==> src/hw/rtl/ipdc_pkg.sv <==
// ----------------------------------------------------------------------------
// ipdc_pkg: shared definitions of the incremental PID duty controller
// Field widths, register indexes, reset values and the layout of one
// channel's state word.
// ----------------------------------------------------------------------------
`default_nettype none

package ipdc_pkg;

  // Defaults of the top-level parameters.
  localparam int CHANNELS_DEF       = 2;
  localparam int GAIN_FRAC_BITS_DEF = 8;

  // Field widths.
  localparam int SPEED_W     = 16;
  localparam int GAIN_W      = 16;
  localparam int DUTY_W      = 15;
  localparam int ERR_W       = 16;
  localparam int CFG_INDEX_W = 4;
  localparam int CFG_DATA_W  = 16;

  // Register indexes of the configuration port.
  localparam logic [CFG_INDEX_W-1:0] REG_GAIN_PROP  = 4'd0;
  localparam logic [CFG_INDEX_W-1:0] REG_GAIN_INTEG = 4'd1;
  localparam logic [CFG_INDEX_W-1:0] REG_GAIN_DERIV = 4'd2;
  localparam logic [CFG_INDEX_W-1:0] REG_DUTY_MAX   = 4'd3;

  // Register reset values.
  localparam logic signed [GAIN_W-1:0] GAIN_PROP_RST  = 16'sd2560;
  localparam logic signed [GAIN_W-1:0] GAIN_INTEG_RST = 16'sd512;
  localparam logic signed [GAIN_W-1:0] GAIN_DERIV_RST = 16'sd51;
  localparam logic [DUTY_W-1:0]        DUTY_MAX_RST   = 15'd100;

  // One channel's kept state as stored in the state memory.
  typedef struct packed {
    logic signed [ERR_W-1:0] err_last;
    logic signed [ERR_W-1:0] err_prev;
    logic [DUTY_W-1:0]       duty;
  } state_word_t;

endpackage : ipdc_pkg

`default_nettype wire

==> src/hw/rtl/ipdc_ram.sv <==
// ----------------------------------------------------------------------------
// ipdc_ram: generic single-port-write, single-port-read synchronous RAM
// One write and one read per cycle; the read data is registered, so it
// appears in the cycle after the address. A read of an address written at
// the same edge returns the old contents.
// ----------------------------------------------------------------------------
`default_nettype none

module ipdc_ram #(
  parameter int WIDTH = 8,
  parameter int DEPTH = 2,
  localparam int AW   = (DEPTH > 1) ? $clog2(DEPTH) : 1
) (
  input  wire logic             clk,
  input  wire logic             wr_en,
  input  wire logic [AW-1:0]    wr_addr,
  input  wire logic [WIDTH-1:0] wr_data,
  input  wire logic [AW-1:0]    rd_addr,
  output logic      [WIDTH-1:0] rd_data
);

  logic [WIDTH-1:0] mem [DEPTH];

  // Write port and registered read port.
  always_ff @(posedge clk) begin
    if (wr_en) begin
      mem[wr_addr] <= wr_data;
    end
    rd_data <= mem[rd_addr];
  end

endmodule : ipdc_ram

`default_nettype wire

==> src/hw/rtl/incremental_pid_duty_controller_top.sv <==
// ----------------------------------------------------------------------------
// incremental_pid_duty_controller_top: velocity-form PID for motor channels
// Each transaction on the input channel names a motor channel and brings a
// target and a measured speed. The block forms the saturated error, weighs
// it with the channel's two previous errors by the shared Q8.8 gains, adds
// the correction to the channel's kept duty, clamps it to 0..duty_max and
// returns one transaction with the channel and its new duty.
//
// Channels: input (in_valid/in_ready), output (out_valid/out_ready) and a
// configuration write channel (cfg_valid/cfg_ready, always ready) that sets
// gain_prop, gain_integ, gain_deriv and duty_max by index 0 to 3.
// Throughput: one transaction per cycle while out_ready stays high. An item
// passes the input stage, multiply stage and accumulate stage in that order,
// then the output register. The state of all channels lives in one small
// RAM with registered read; an item that follows an item of the same
// channel takes its history from the pipeline by forwarding.
// Reset: registers return to their reset values and every channel's
// history and duty read as zero, at once, without a clearing pass.
// Stall: while out_ready is low the output register holds; the stages
// behind it fill up and in_ready falls only when all of them are full.
// ----------------------------------------------------------------------------
`default_nettype none

module incremental_pid_duty_controller_top #(
  parameter int CHANNELS       = ipdc_pkg::CHANNELS_DEF,
  parameter int GAIN_FRAC_BITS = ipdc_pkg::GAIN_FRAC_BITS_DEF
) (
  input  wire logic                                   clk,
  input  wire logic                                   rst,
  // Input channel
  input  wire logic                                   in_valid,
  output logic                                        in_ready,
  input  wire logic                                   channel,
  input  wire logic signed [ipdc_pkg::SPEED_W-1:0]    target_speed,
  input  wire logic signed [ipdc_pkg::SPEED_W-1:0]    measured_speed,
  // Output channel
  output logic                                        out_valid,
  input  wire logic                                   out_ready,
  output logic                                        out_channel,
  output logic             [ipdc_pkg::DUTY_W-1:0]     duty,
  // Configuration channel
  input  wire logic                                   cfg_valid,
  output logic                                        cfg_ready,
  input  wire logic        [ipdc_pkg::CFG_INDEX_W-1:0] cfg_index,
  input  wire logic        [ipdc_pkg::CFG_DATA_W-1:0]  cfg_data
);

  import ipdc_pkg::*;

  localparam int AW   = (CHANNELS > 1) ? $clog2(CHANNELS) : 1;
  localparam int SUMW = 36;
  localparam logic signed [SUMW-1:0] RND_BIAS = SUMW'((64'd1 << GAIN_FRAC_BITS) - 64'd1);

  // --------------------------------------------------------------------------
  // Configuration registers
  // --------------------------------------------------------------------------
  logic signed [GAIN_W-1:0] gain_prop;
  logic signed [GAIN_W-1:0] gain_integ;
  logic signed [GAIN_W-1:0] gain_deriv;
  logic [DUTY_W-1:0]        duty_max;

  assign cfg_ready = 1'b1;

  // Register writes; unknown indexes are ignored.
  always_ff @(posedge clk) begin
    if (rst) begin
      gain_prop  <= GAIN_PROP_RST;
      gain_integ <= GAIN_INTEG_RST;
      gain_deriv <= GAIN_DERIV_RST;
      duty_max   <= DUTY_MAX_RST;
    end else if (cfg_valid && cfg_ready) begin
      unique case (cfg_index)
        REG_GAIN_PROP:  gain_prop  <= cfg_data;
        REG_GAIN_INTEG: gain_integ <= cfg_data;
        REG_GAIN_DERIV: gain_deriv <= cfg_data;
        REG_DUTY_MAX:   duty_max   <= cfg_data[DUTY_W-1:0];
        default: ;
      endcase
    end
  end

  // --------------------------------------------------------------------------
  // Pipeline control
  // --------------------------------------------------------------------------
  logic s1_valid, s2_valid;
  logic out_adv, s2_adv, s1_adv;
  logic in_acc;

  assign out_adv  = !out_valid || out_ready;
  assign s2_adv   = !s2_valid || out_adv;
  assign s1_adv   = !s1_valid || s2_adv;
  assign in_ready = s1_adv;
  assign in_acc   = in_valid && in_ready;

  // --------------------------------------------------------------------------
  // Input stage: saturated error and state read
  // --------------------------------------------------------------------------
  logic signed [ERR_W:0]   err_diff;
  logic signed [ERR_W-1:0] err_sat;
  logic                    in_ok;

  assign err_diff = {target_speed[SPEED_W-1], target_speed}
                  - {measured_speed[SPEED_W-1], measured_speed};
  assign in_ok    = (CHANNELS > 1) || (channel == 1'b0);

  // Saturate the error on overflow of the 16-bit range.
  always_comb begin
    if (err_diff[ERR_W] != err_diff[ERR_W-1]) begin
      err_sat = err_diff[ERR_W] ? {1'b1, {(ERR_W-1){1'b0}}} : {1'b0, {(ERR_W-1){1'b1}}};
    end else begin
      err_sat = err_diff[ERR_W-1:0];
    end
  end

  logic                    s1_chan, s1_ok;
  logic signed [ERR_W-1:0] s1_err;
  logic [AW-1:0]           s1_addr;

  assign s1_addr = s1_ok ? AW'(s1_chan) : '0;

  always_ff @(posedge clk) begin
    if (rst) begin
      s1_valid <= 1'b0;
    end else if (s1_adv) begin
      s1_valid <= in_acc;
    end
  end

  always_ff @(posedge clk) begin
    if (in_acc) begin
      s1_chan <= channel;
      s1_ok   <= in_ok;
      s1_err  <= err_sat;
    end
  end

  // --------------------------------------------------------------------------
  // State memory with per-channel valid bits
  // --------------------------------------------------------------------------
  logic [CHANNELS-1:0] entry_valid;
  logic [AW-1:0]       rd_addr, wr_addr;
  logic                wr_en;
  state_word_t         rd_word, wr_word;
  logic                rd_vld;

  // The address follows the item in the input stage, so a stalled item
  // keeps seeing writes made while it waits.
  assign rd_addr = in_acc ? (in_ok ? AW'(channel) : '0) : s1_addr;

  ipdc_ram #(
    .WIDTH ($bits(state_word_t)),
    .DEPTH (CHANNELS)
  ) u_state_ram (
    .clk     (clk),
    .wr_en   (wr_en),
    .wr_addr (wr_addr),
    .wr_data (wr_word),
    .rd_addr (rd_addr),
    .rd_data (rd_word)
  );

  always_ff @(posedge clk) begin
    if (rst) begin
      entry_valid <= '0;
      rd_vld      <= 1'b0;
    end else begin
      rd_vld <= entry_valid[rd_addr];
      if (wr_en) begin
        entry_valid[wr_addr] <= 1'b1;
      end
    end
  end

  // --------------------------------------------------------------------------
  // Write-back record of the most recent state write
  // --------------------------------------------------------------------------
  logic                    wb_valid, wb_chan;
  logic signed [ERR_W-1:0] wb_err, wb_err1;
  logic [DUTY_W-1:0]       wb_duty;

  // --------------------------------------------------------------------------
  // Multiply stage: forwarded history and the three products
  // --------------------------------------------------------------------------
  logic                    s2_chan, s2_ok;
  logic signed [ERR_W-1:0] s2_err, s2_err1;
  logic [DUTY_W-1:0]       s2_duty;
  logic signed [32:0]      s2_pp;
  logic signed [31:0]      s2_pi;
  logic signed [33:0]      s2_pd;

  logic signed [ERR_W-1:0] f_err1, f_err2;
  logic [DUTY_W-1:0]       f_duty;
  logic                    hit_s2, hit_wb1;
  logic signed [ERR_W:0]   d1;
  logic signed [ERR_W+1:0] d2;
  logic signed [32:0]      pp;
  logic signed [31:0]      pi;
  logic signed [33:0]      pd;

  assign hit_s2  = s2_valid && s2_ok && s1_ok && (s2_chan == s1_chan);
  assign hit_wb1 = wb_valid && s1_ok && (wb_chan == s1_chan);

  // Newest history first: item ahead (errors only), last write, memory.
  always_comb begin
    if (hit_s2) begin
      f_err1 = s2_err;
      f_err2 = s2_err1;
    end else if (hit_wb1) begin
      f_err1 = wb_err;
      f_err2 = wb_err1;
    end else if (rd_vld) begin
      f_err1 = rd_word.err_last;
      f_err2 = rd_word.err_prev;
    end else begin
      f_err1 = '0;
      f_err2 = '0;
    end
    if (hit_wb1) begin
      f_duty = wb_duty;
    end else if (rd_vld) begin
      f_duty = rd_word.duty;
    end else begin
      f_duty = '0;
    end
  end

  // First and second differences of the error.
  assign d1 = {s1_err[ERR_W-1], s1_err} - {f_err1[ERR_W-1], f_err1};
  assign d2 = {{2{s1_err[ERR_W-1]}}, s1_err} - {f_err1[ERR_W-1], f_err1, 1'b0}
            + {{2{f_err2[ERR_W-1]}}, f_err2};

  assign pp = gain_prop * d1;
  assign pi = gain_integ * s1_err;
  assign pd = gain_deriv * d2;

  always_ff @(posedge clk) begin
    if (rst) begin
      s2_valid <= 1'b0;
    end else if (s2_adv) begin
      s2_valid <= s1_valid;
    end
  end

  always_ff @(posedge clk) begin
    if (s2_adv && s1_valid) begin
      s2_chan <= s1_chan;
      s2_ok   <= s1_ok;
      s2_err  <= s1_err;
      s2_err1 <= f_err1;
      s2_duty <= f_duty;
      s2_pp   <= pp;
      s2_pi   <= pi;
      s2_pd   <= pd;
    end
  end

  // --------------------------------------------------------------------------
  // Accumulate stage: correction, duty update and clamp
  // --------------------------------------------------------------------------
  logic signed [SUMW-1:0] sum, sum_adj, sum_shr;
  logic signed [ERR_W-1:0] corr;
  logic [DUTY_W-1:0]       base_duty, new_duty;
  logic signed [DUTY_W+2:0] duty_sum;
  logic                    hit_wb2;

  assign sum     = s2_pp + s2_pi + s2_pd;
  // Truncate toward zero: bias negative sums before the arithmetic shift.
  assign sum_adj = sum + (sum[SUMW-1] ? RND_BIAS : '0);
  assign sum_shr = sum_adj >>> GAIN_FRAC_BITS;

  always_comb begin
    if (sum_shr > 36'sd32767) begin
      corr = 16'sh7FFF;
    end else if (sum_shr < -36'sd32768) begin
      corr = 16'sh8000;
    end else begin
      corr = sum_shr[ERR_W-1:0];
    end
  end

  // The write just made for the same channel supersedes the captured duty.
  assign hit_wb2   = wb_valid && s2_ok && (wb_chan == s2_chan);
  assign base_duty = hit_wb2 ? wb_duty : s2_duty;
  assign duty_sum  = {3'b000, base_duty} + {{2{corr[ERR_W-1]}}, corr};

  always_comb begin
    if (duty_sum[DUTY_W+2]) begin
      new_duty = '0;
    end else if (duty_sum[DUTY_W+1:0] > {2'b00, duty_max}) begin
      new_duty = duty_max;
    end else begin
      new_duty = duty_sum[DUTY_W-1:0];
    end
  end

  // State write-back as the item leaves for the output register.
  assign wr_en            = s2_valid && s2_ok && out_adv;
  assign wr_addr          = AW'(s2_chan);
  assign wr_word.err_last = s2_err;
  assign wr_word.err_prev = s2_err1;
  assign wr_word.duty     = new_duty;

  always_ff @(posedge clk) begin
    if (rst) begin
      wb_valid <= 1'b0;
    end else if (wr_en) begin
      wb_valid <= 1'b1;
    end
  end

  always_ff @(posedge clk) begin
    if (wr_en) begin
      wb_chan <= s2_chan;
      wb_err  <= s2_err;
      wb_err1 <= s2_err1;
      wb_duty <= new_duty;
    end
  end

  // --------------------------------------------------------------------------
  // Output register
  // --------------------------------------------------------------------------
  always_ff @(posedge clk) begin
    if (rst) begin
      out_valid <= 1'b0;
    end else if (out_adv) begin
      out_valid <= s2_valid;
    end
  end

  always_ff @(posedge clk) begin
    if (out_adv && s2_valid) begin
      out_channel <= s2_chan;
      duty        <= s2_ok ? new_duty : '0;
    end
  end

  // --------------------------------------------------------------------------
  // Assertions
  // --------------------------------------------------------------------------
  a_accept_fills_s1: assert property (@(posedge clk) disable iff (rst)
    in_acc |=> s1_valid)
    else $error("accepted transaction did not reach the multiply stage");

  a_result_from_s2: assert property (@(posedge clk) disable iff (rst)
    $rose(out_valid) |-> $past(s2_valid))
    else $error("result appeared without an item in the accumulate stage");

  a_write_gives_result: assert property (@(posedge clk) disable iff (rst)
    wr_en |=> (out_valid && wb_valid))
    else $error("state write without a matching result");

  a_wb_entry_valid: assert property (@(posedge clk) disable iff (rst)
    wb_valid |-> entry_valid[AW'(wb_chan)])
    else $error("last write names an entry not marked valid");

endmodule : incremental_pid_duty_controller_top

`default_nettype wire

==> config.mk <==
export PLATFORM = sky130hd
export DESIGN_NAME = incremental_pid_duty_controller_top
export DESIGN_NICKNAME = d
export VERILOG_FILES = /design/src/hw/rtl/ipdc_pkg.sv /design/src/hw/rtl/ipdc_ram.sv /design/src/hw/rtl/incremental_pid_duty_controller_top.sv
export SDC_FILE = /design/constraint.sdc
export NUM_CORES = 2
export LEC_CHECK = 0
export ABC_AREA = 1
export BUFFER_PORTS_ARGS = -buffer_cell sky130_fd_sc_hd__buf_4
export CORE_MARGIN = 5
export CORE_UTILIZATION = 31
export DETAILED_ROUTE_END_ITERATION = 8
export SETUP_SLACK_MARGIN = 0.5
export SLEW_MARGIN = 20
export SYNTH_ARGS = -nofsm -noshare
export SYNTH_HDL_FRONTEND = slang
export SYNTH_SLANG_ARGS = --single-unit
export TNS_END_PERCENT = 50
==> constraint.sdc <==
create_clock -name clk -period 11.1 [get_ports clk]
set_clock_uncertainty 0.2 [all_clocks]
set_input_delay 0.555 -clock clk [delete_from_list [all_inputs] [get_ports clk]]
set_output_delay 0.555 -clock clk [all_outputs]
set_load 0.01 [all_outputs]
==> impl_metrics.sql <==
INSERT INTO impl_metrics (metric_group, metric, value, unit) VALUES
('outcome', 'run_status', 'completed', ''),
('clock_network', 'ctsLongestPathBuffers', '3', ''),
('sta', 'max_slew_margin', '28.2', '%'),
('run', 'timing.max_cap.violations', '0', ''),
('floorplan', 'effective_utilization_at_floorplan', '31.2', '%'),
('clock_network', 'cts_max_level', '2', ''),
('sta', 'timing.final.setup_violations', '0', ''),
('clock_network', 'cts.reportedPaths.clkPinSlew', '0.06', 'ns'),
('worst_setup_path', 'endpoint_kind', 'flop', ''),
('yosys', 'ys_seq_area_share', '21.6', '%'),
('routing', 'dr.max_layer_used', 'met5', ''),
('yosys', 'synth_area', '53500', 'sq um'),
('min_path', 'worst_hold_path_type', 'in2reg', ''),
('grt', 'pin_count_of_the_biggest_net_entering_global_routing', '89', ''),
('sta', 'tightestPinTransition', '1.08', 'ns'),
('sta', 'period_minus_slack', '10.13', 'ns'),
('placement', 'detailedPlacementHpwl', '130000', 'um'),
('worst_setup_path', 'most_used_cell_cp', 'sky130_fd_sc_hd__fa_1', ''),
('cells_and_area', 'fin_nets', '7448', ''),
('floorplan', 'total_number_of_placement_rows', '152', ''),
('worst_setup_path', 'critPathMaxStageDelay', '0.73', 'ns'),
('yosys', 'async_reset_ff_share', '0', '%'),
('worst_setup_path', 'worst-path-max-fanout', '18', ''),
('yosys', 'dominantRegCellSynth', 'sky130_fd_sc_hd__edfxtp_1', ''),
('cells_and_area', 'layout.filler_cells', '17800', ''),
('floorplan', 'core-area', '172000', 'sq um'),
('yosys', 'syn_area_per_cell', '8.73', 'sq um'),
('sta', 'fmax', '0.0987', 'GHz'),
('clock_network', 'insertion_delay', '0.64', 'ns'),
('sta', 'post-route-period-util', '91.3', '%'),
('worst_setup_path', 'library_cell_contributing_the_largest_single_delay_on_the_critical_path', 'sky130_fd_sc_hd__o21ai_0', ''),
('routing', 'remaining_drc_errors', '0', ''),
('routing', 'dr_wl_met2', '72400', 'um'),
('worst_setup_path', 'cp_data_required_time', '11.23', 'ns'),
('sta', 'rsz0062_at_grt', 'yes', ''),
('yosys', 'mappedNetlistNets', '7436', ''),
('routing', 'via_per_inst', '4.72', ''),
('cells_and_area', 'design_area', '58500', 'sq um'),
('routing', 'wirelength_met1', '66800', 'um'),
('grt', 'first_global_vias', '41500', ''),
('clock_network', 'cts_tree', 'done', ''),
('floorplan', 'fp.dieH', '425', 'um'),
('routing', 'route.antenna.remaining_nets', '0', ''),
('yosys', 'synthTopCellsByArea', 'sky130_fd_sc_hd__fa_1, sky130_fd_sc_hd__edfxtp_1, sky130_fd_sc_hd__inv_1', ''),
('routing', 'drt_iter0_markers', '3069', ''),
('floorplan', 'die-area', '181000', 'sq um'),
('yosys', 'post_synth_num_cell_types', '56', ''),
('grt', 'antenna_found_initial', '6', ''),
('yosys', 'netlist_top_cells_count', 'sky130_fd_sc_hd__inv_1, sky130_fd_sc_hd__nand2_1, sky130_fd_sc_hd__fa_1', ''),
('routing', 'detail_route.first_pass.iterations', '5', ''),
('yosys', 'synth-edff-count', '306', ''),
('clock_network', 'cts_made_buffers', '48', ''),
('cells_and_area', 'drive_above_1_share', '6.73', '%'),
('worst_setup_path', 'critical_path_source_type', 'flop', ''),
('yosys', 'post-synth-top-area-fraction', '33.0', '%'),
('yosys', 'yosysTopAreaCell', 'sky130_fd_sc_hd__fa_1', ''),
('cells_and_area', 'area_delta_synth_final', '9.50', '%'),
('routing', 'detail_route.wl_per_cell', '18.6', 'um'),
('clock_network', 'numClockSinks', '423', ''),
('yosys', 'yosys_warnings', '0', ''),
('yosys', 'ys_ff_latch', '423', ''),
('cells_and_area', 'multi_input_comb_area', '35800', 'sq um'),
('routing', 'postRouteWirelength', '158000', 'um'),
('clock_network', 'cts_root_buffer', 'sky130_fd_sc_hd__clkbuf_16', ''),
('grt', 'grt_use_total', '17.5', '%'),
('routing', 'met3_wirelength', '10900', 'um'),
('grt', 'globalRouteOverflowTotal', '0', ''),
('routing', 'num_vias', '40100', ''),
('placement', 'last_weighted_congestion_value_of_the_routability_driven_placer', '0.938', ''),
('grt', 'grt_pass1_wl', '246000', 'um'),
('yosys', 'netlist_instances', '6127', ''),
('worst_setup_path', 'category_of_the_critical_setup_timing_path', 'reg2reg', ''),
('floorplan', 'dieWidth', '425', 'um'),
('placement', 'placement.io_buffers', '75', ''),
('sta', 'hold_violations', '0', ''),
('worst_setup_path', 'critical_path_arrival', '10.26', 'ns'),
('placement', 'postPlaceCellArea', '56700', 'sq um'),
('sta', 'slew_violations', '0', ''),
('floorplan', 'top_level_ports', '77', ''),
('yosys', 'yosysMostFrequentCell', 'sky130_fd_sc_hd__inv_1', ''),
('sta', 'totalNegativeSetupSlack', '0', 'ns'),
('cells_and_area', 'storage_cell_area', '11500', 'sq um');
metal layers:
layer	global-route usage (%)	vias to the layer above
li1	-	18600
met1	23.3	20000
met2	28.6	1279
met3	2.84	267
met4	7.03	2
met5	0	-
worst paths after layout:
path / start / end / slack (ns) / depth (start not counted)
worst max-delay path: s1_chan$_DFFE_PP_ / s2_pp[27]$_DFFE_PP_ / 0.97 / 34
worst max register to register: s1_chan$_DFFE_PP_ / s2_pp[27]$_DFFE_PP_ / 0.97 / 34
worst min-delay path: out_ready / out_valid$_SDFFE_PP0P_ / 0.07 / 4
worst min register to register: entry_valid[1]$_SDFFE_PP0P_ / rd_vld$_SDFF_PP0_ / 0.24 / 2
final cells by class:
cell class | instances | share of cell area [%]
inverter | 1478 | 9.53
antenna | 8 | 0.0342
multi-input combinational | 4041 | 61.1
tap | 2310 | 4.94
sequential | 423 | 19.7
clock buffer | 55 | 2.13
timing repair buffer | 147 | 1.91
clock inverter | 35 | 0.639
kinds of logic (layout without fill, tap and decap cells):
group           after synthesis  count (layout)  share of synthesized area [%]
other cells                   1               9                        0.00701
flops                       423             423                           21.6
compound gates              574             575                           5.89
fa+ha+maj                  1251            1251                           41.7
simple gates               2001            2001                           15.3
mux                          47              47                          0.990
xor+xnor                    166             166                           2.79
buf+inv                    1664            1715                           11.8
per-stage QoR:
step | util (%) | setup slack (ns) | cells | hold WS [ns]
2_1_floorplan | - | 2.10 | 6127 | 0.224
3_3_place_gp | 33.1 | 0.496 | 8386 | 0.232
3_5_place_dp | 33.1 | 0.300 | 8386 | 0.238
4_1_cts | 34.0 | 0.599 | 8477 | 0.0309
5_1_grt | 34.1 | 0.432 | 8491 | 0.0640
6_report | 34.1 | 0.969 | 8497 | 0.0664
registers in the layout (all words and copies together) (netlist names), 16 cells and up:
name                 flops
s2_pp                   33
u_state_ram.rd_data     47
s2_pi                   32
gain_prop               16
u_state_ram.mem         94
wb_err                  16
gain_integ              16
s2_err1                 16
s2_err                  16
s1_err                  16
gain_deriv              16
s2_pd                   34
wb_err1                 16
critical path, delay by kind of cell, from the launching register on:
kind	cells	cell delay, ns
adders and majority gates	8	3.88
AOI/OAI and AO/OA	11	3.09
buffers and inverters	7	1.20
and+or+nand+nor	7	0.94
DFF	1	0.39
xor gates and xnor gates	1	0.14
layout by cell type (no fill, tap or decap), types with 6 or more instances in the layout:
master	synthesis	layout
sky130_fd_sc_hd__a21boi_0	8	8
sky130_fd_sc_hd__a21o_1	7	7
sky130_fd_sc_hd__a21oi_1	246	245
sky130_fd_sc_hd__a31oi_1	12	11
sky130_fd_sc_hd__and2_1	6	6
sky130_fd_sc_hd__buf_4	2	144
sky130_fd_sc_hd__clkbuf_1	177	6
sky130_fd_sc_hd__clkbuf_16	0	49
sky130_fd_sc_hd__clkinv_1	20	21
sky130_fd_sc_hd__clkinv_2	0	8
sky130_fd_sc_hd__clkinvlp_4	0	12
sky130_fd_sc_hd__dfxtp_1	117	116
sky130_fd_sc_hd__diode_2	0	8
sky130_fd_sc_hd__edfxtp_1	306	306
sky130_fd_sc_hd__fa_1	882	882
sky130_fd_sc_hd__ha_1	369	369
sky130_fd_sc_hd__inv_1	1455	1442
sky130_fd_sc_hd__inv_2	3	10
sky130_fd_sc_hd__inv_6	0	8
sky130_fd_sc_hd__mux2_2	47	47
sky130_fd_sc_hd__nand2_1	1293	1289
sky130_fd_sc_hd__nand2_2	21	24
sky130_fd_sc_hd__nand3_1	164	163
sky130_fd_sc_hd__nand3_2	9	9
sky130_fd_sc_hd__nand4_1	31	31
sky130_fd_sc_hd__nor2_1	367	363
sky130_fd_sc_hd__nor2_2	11	12
sky130_fd_sc_hd__nor2_4	3	6
sky130_fd_sc_hd__nor3_1	26	24
sky130_fd_sc_hd__nor4_1	8	8
sky130_fd_sc_hd__o211ai_1	29	29
sky130_fd_sc_hd__o21ai_0	212	204
sky130_fd_sc_hd__o21ai_1	14	17
sky130_fd_sc_hd__o21bai_1	14	14
sky130_fd_sc_hd__or2_2	45	45
sky130_fd_sc_hd__xnor2_1	52	51
sky130_fd_sc_hd__xor2_1	109	109
what timing repair did:
| item | in CTS | in global routing |
|---|---|---|
| buffers inserted | 0 | 11 |
| hold buffers | 1 | 0 |
| endpoints found under the setup margin | 4 | 25 |
| resized for setup | 2 | 36 |
| pin swaps | 0 | 2 |
| cloned | 0 | 1 |
| endpoints found under the hold margin | 1 | 0 |
Power is left out: the tool's default activity adds up to more than one toggle a clock period on the data nets, which glitch-free logic cannot reach.
